`src/rtl/core/hkvt_pkg.sv`:
```
// Shared types and constants for the hashed key-value table.
package hkvt_pkg;

    localparam logic [1:0] KIND_GET    = 2'd0;
    localparam logic [1:0] KIND_SET    = 2'd1;
    localparam logic [1:0] KIND_GETCRE = 2'd2;
    localparam logic [1:0] KIND_DEL    = 2'd3;

    localparam logic [63:0] FMIX_C1    = 64'hff51afd7ed558ccd;
    localparam logic [63:0] FMIX_C2    = 64'hc4ceb9fe1a85ec53;
    localparam int          FMIX_SHIFT = 33;

    localparam int CFG_W = 9;

    typedef struct packed {
        logic [1:0]  kind;
        logic [63:0] key;
        logic [63:0] new_value;
    } t_req;

    typedef struct packed {
        logic        found;
        logic [63:0] value;
        logic        created;
        logic        status;
    } t_rsp;

endpackage

```
`src/rtl/core/hkvt_hash.sv`:
```
// Murmur3 fmix64 over several cycles, 32x32 partial products, then bucket reduction.
module hkvt_hash
    import hkvt_pkg::*;
#(
    parameter int BW = 8
) (
    input  logic          i_clk,
    input  logic          i_rst_n,
    input  logic          i_start,
    input  logic [63:0]   i_key,
    input  logic [CFG_W-1:0] i_div,
    output logic          o_done,
    output logic [BW-1:0] o_bucket
);
    // step: 0..3 partial products of mult 1, 4..7 of mult 2, 8 final xor, then mod
    logic [63:0] r_h, n_h;
    logic [63:0] r_acc, n_acc;
    logic [3:0]  r_step, n_step;
    logic        r_busy, n_busy;
    logic        r_mod, n_mod;
    logic [CFG_W-1:0] r_rem, n_rem;   // remainder bits while reducing
    logic [6:0]  r_bit, n_bit;
    logic        r_done, n_done;
    logic [63:0] w_c;
    logic [31:0] w_a, w_b;
    logic [63:0] w_pp;
    logic [127:0] w_sh;
    logic [CFG_W:0] w_trial;

    always_comb begin
        w_c = (r_step < 4'd4) ? FMIX_C1 : FMIX_C2;
        w_a = r_step[0] ? r_h[63:32] : r_h[31:0];
        w_b = r_step[1] ? w_c[63:32] : w_c[31:0];
        w_pp = {32'd0, w_a} * {32'd0, w_b};
        w_sh = {64'd0, w_pp} << (7'(r_step[0]) * 7'd32 + 7'(r_step[1]) * 7'd32);
        w_trial = {r_rem, r_h[r_bit[5:0]]};
    end

    always_comb begin
        n_h = r_h; n_acc = r_acc; n_step = r_step; n_busy = r_busy;
        n_mod = r_mod; n_rem = r_rem; n_bit = r_bit; n_done = 1'b0;
        if (i_start) begin
            n_h    = i_key ^ (i_key >> FMIX_SHIFT);
            n_acc  = '0;
            n_step = '0;
            n_busy = 1'b1;
            n_mod  = 1'b0;
        end else if (r_busy && !r_mod) begin
            if (r_step == 4'd8) begin
                n_h   = r_h ^ (r_h >> FMIX_SHIFT);
                n_mod = 1'b1;
                n_rem = '0;
                n_bit = 7'd63;
            end else begin
                if (!(r_step[0] && r_step[1]))
                    n_acc = r_acc + w_sh[63:0];
                if (r_step[1:0] == 2'd3) begin
                    n_h   = (r_acc + w_sh[63:0]) ^ ((r_acc + w_sh[63:0]) >> FMIX_SHIFT);
                    n_acc = '0;
                    if (r_step == 4'd7) n_h = r_acc + w_sh[63:0];
                end
                n_step = r_step + 4'd1;
            end
        end else if (r_busy) begin
            // restoring division, one bit a cycle
            if (w_trial >= {1'b0, i_div})
                n_rem = CFG_W'(w_trial - {1'b0, i_div});
            else
                n_rem = CFG_W'(w_trial);
            if (r_bit == 7'd0) begin
                n_busy = 1'b0;
                n_done = 1'b1;
            end
            n_bit = r_bit - 7'd1;
        end
    end

    always_ff @(posedge i_clk) begin
        if (!i_rst_n) begin
            r_busy <= 1'b0;
            r_done <= 1'b0;
            r_step <= '0;
            r_mod  <= 1'b0;
            r_bit  <= '0;
        end else begin
            r_busy <= n_busy;
            r_done <= n_done;
            r_step <= n_step;
            r_mod  <= n_mod;
            r_bit  <= n_bit;
        end
        r_h   <= n_h;
        r_acc <= n_acc;
        r_rem <= n_rem;
    end

    assign o_done   = r_done;
    assign o_bucket = BW'(r_rem);
endmodule

```
`config.mk`:
```
export PLATFORM = sky130hd
export DESIGN_NAME = hkvt_hash
export DESIGN_NICKNAME = d
export VERILOG_FILES = /design/src/rtl/core/hkvt_pkg.sv /design/src/rtl/core/hkvt_hash.sv
export SDC_FILE = /design/constraint.sdc
export NUM_CORES = 2
export LEC_CHECK = 0
export BUFFER_PORTS_ARGS = -buffer_cell sky130_fd_sc_hd__buf_2
export CAP_MARGIN = 15
export CORE_MARGIN = 5
export CORE_UTILIZATION = 45
export DETAILED_ROUTE_END_ITERATION = 12
export HOLD_SLACK_MARGIN = 0.03
export PLACE_DENSITY = 0.66
export SYNTH_ARGS = -nofsm -noshare
export SYNTH_HDL_FRONTEND = slang
export SYNTH_SLANG_ARGS = --single-unit
```
`constraint.sdc`:
```
create_clock -name i_clk -period 14.1 [get_ports i_clk]
set_input_delay 2.82 -clock i_clk [delete_from_list [all_inputs] [get_ports i_clk]]
set_output_delay 2.82 -clock i_clk [all_outputs]
set_load 0.03 [all_outputs]
```
==> metrics <==
status=finished clean; Post-synth top flop=dfxtp_1; DR DRC count=0; largest net degree at the start of global routing=74; drt initial violations=between 4k and 5k; Skew-Pair Late Insertion Delay=roughly 470 ps; GR Util All Layers=about 30%; reg-to-reg setup timing slack=around 460 ps; via count=~35k; PortBufs=84; leading post-synthesis cells by cell area=fa_1 (35%), ha_1 (13%), inv_1 (8.6%); endpoints failing setup=0; first-pass GRT wire length=~230,000 um; layout net count=6,031; Tmin final=approximately 14,000 ps; RSZ-0062 raised after global routing=no; clk slew on worst S/H paths=roughly 80 ps; Slew headroom=around 30%; antenna-violating nets left=0; clock skew=13.9 ps; vias in the first global route=35.2k; hold slack final=between 400 and 500 ps; Most Crowded Layer GR=met2; Yosys cell types=95; Final Hold Fails=0; setup TNS=0 ps; max-cap violation count=0; # resized after CTS=0; via/cell ratio=around 5.8; Worst Path Arrival=around 14,000 ps; Crit Path Max Fanout=30; CTS tree=yes; Worst R2R Path Depth=39; initial antenna violation count=3; CTS buffer count=17; met3 GRT Util=under 10%; gpl congestion=1.00; post-synthesis register bit count=151; DPL Wire Length=~130,000 um; syn avg cell area=between 9 and 10 um2; worst setup margin=approximately 460 ps; crit path to=r_h[30]; Buffers & Inverters on Critical Path=4; fmax=around 73 MHz; final slew viol count=0; layout cells sized above 1=~6.3%; Initial Utilization=between 40% and 50%; Worst R2R Start=r_step[2]; crit share post-route=96.7%; number of synthesized flops with an enable pin=73; routed wire length=154,000 um; clock buffer depth=2; WP data required=about 14,000 ps; CTS H-tree depth=4; Mapped Nets=around 6.1k; Slew @ Worst Pin=1050 ps; Clock Sink Count=around 150; met2 GRT Util=45.0%; Post-CTS Setup Inserts=0; delay-heaviest family, CP=adder cells; Core Region=about 0.095 mm2; Yosys top cell by area=fa_1; Setup crit start kind=register; Min-Delay Path Class=reg2reg; hold buffer count at CTS=0; Levels on crit path=39; DR WL/cell=about 26 um; met1 Use GR=43.2%; register area share after synthesis=slightly below 9%; TritonRoute pass-1 iters=8; most used cell, CP=fa_1; # diodes=0; CP startpoint=r_step[2]; die span in x=320 um; pre-CTS WS=roughly 900 ps; Syn-to-layout area delta=5.50%; worst r2r dst=r_h[30]; max incr delay on CP=730 ps; cell at the slowest stage of the critical path=nor2b_1; CP Class=reg2reg; Post-Syn Instances=around 4.8k; Synth Warn #=0; CTS root buf=clkbuf_16; post-synth design cell area=approximately 0.043 mm2; GR Overflow Total=0; num rows=between 100 and 150; Critical Path Sink Type=register; Async SR Flop Fraction=0%; die height=about 320 um; die area=0.102 mm2; Yosys top cell area share=35.4%; I/O pin cnt=85
-- cell type report --
class / count / area, um2
clock inverters: 15 / 196
inverters: 992 / 3720
multi-input cells: 3433 / 34900
flip-flops and latches: 151 / 3750
fillers: 9046 / 49600
repair buffers: 154 / 948
clock buffers: 17 / 425
well taps: 1265 / 1580
-- routing by layer --
layer	wire [um]	up-vias
met4	7590	0
li1	-	15200
met5	0	-
met3	14900	306
met1	64500	17600
met2	66900	1855
-- Yosys cell counts (all sizes together), types with 54 or more instances --
master  number
nor2       370
a22o        54
xnor2      189
a21oi      206
nand2b      76
clkbuf     152
xor2       130
ha         442
edfxtp      73
nand2      253
o21ai      127
inv        990
dfxtp       78
a21o       135
fa         764
and2        84
-- worst min-delay path by stage --
stage	slack [ps]	start	endpoint	cells past startpoint
floorplan	430	r_acc[13]	r_acc[13]	2
global placement	450	r_acc[24]	r_acc[24]	2
detailed placement	450	r_acc[13]	r_acc[13]	2
CTS	470	r_acc[13]	r_acc[13]	2
global route	500	r_acc[45]	r_acc[45]	2
finish	480	r_acc[45]	r_acc[45]	2
-- kinds of logic (layout without fill, tap and decap cells) --
group / Yosys count / count (layout) / synth area share [%]
simple gates: 1058 / 1058 / 11.6
fa+ha+maj: 1207 / 1207 / 48.3
xor+xnor: 319 / 319 / 6.47
compound gates: 776 / 776 / 12.1
mux: 72 / 72 / 2.33
buf+inv: 1185 / 1178 / 10.5
flops: 151 / 151 / 8.70
other cells: 1 / 1 / 0.00869
-- metrics by stage --
step / utilization (%) / instances / area [um2]
6_report: 47.9 / 6027 / 45500
5_1_grt: 47.9 / 6027 / 45500
4_1_cts: 47.9 / 6027 / 45500
3_5_place_dp: 47.2 / 5995 / 44900
3_3_place_gp: 47.2 / 5995 / 44900
2_1_floorplan: - / 4769 / 43200
-- cell usage in the layout, fill, tap and decap left out, types with 71 or more instances in the layout --
cell | Yosys | layout
and2_1 | 83 | 83
inv_1 | 989 | 989
nor2_1 | 369 | 368
nand2_1 | 253 | 252
ha_1 | 442 | 439
a21o_1 | 133 | 133
xor2_1 | 130 | 130
nand2b_1 | 76 | 76
edfxtp_1 | 73 | 73
o21ai_0 | 119 | 119
fa_1 | 764 | 764
a21oi_1 | 204 | 203
xnor2_1 | 189 | 189
dfxtp_1 | 78 | 77
buf_4 | 8 | 71
buf_2 | 7 | 83
-- worst reg2reg max path, delay by kind of cell (launching register included) --
family | cells | cell delay [ps]
adders and majority gates | 11 | 4860
AOI/OAI and AO/OA | 11 | 3360
and+or+nand+nor | 10 | 3190
xor gates and xnor gates | 3 | 840
buffers and inverters | 4 | 700
DFF | 1 | 440
-- sequential cells by signal, indices dropped and copies added (netlist names) --
| signal | flops |
|---|---|
| r_h | 64 |
| r_mod | 1 |
| r_step | 4 |
| o_done | 1 |
| r_busy | 1 |
| r_bit | 7 |
| r_rem | 9 |
| r_acc | 64 |
Power is not shown: default switching activity piles up to over one toggle a cycle in this logic, so the estimate is an artifact.
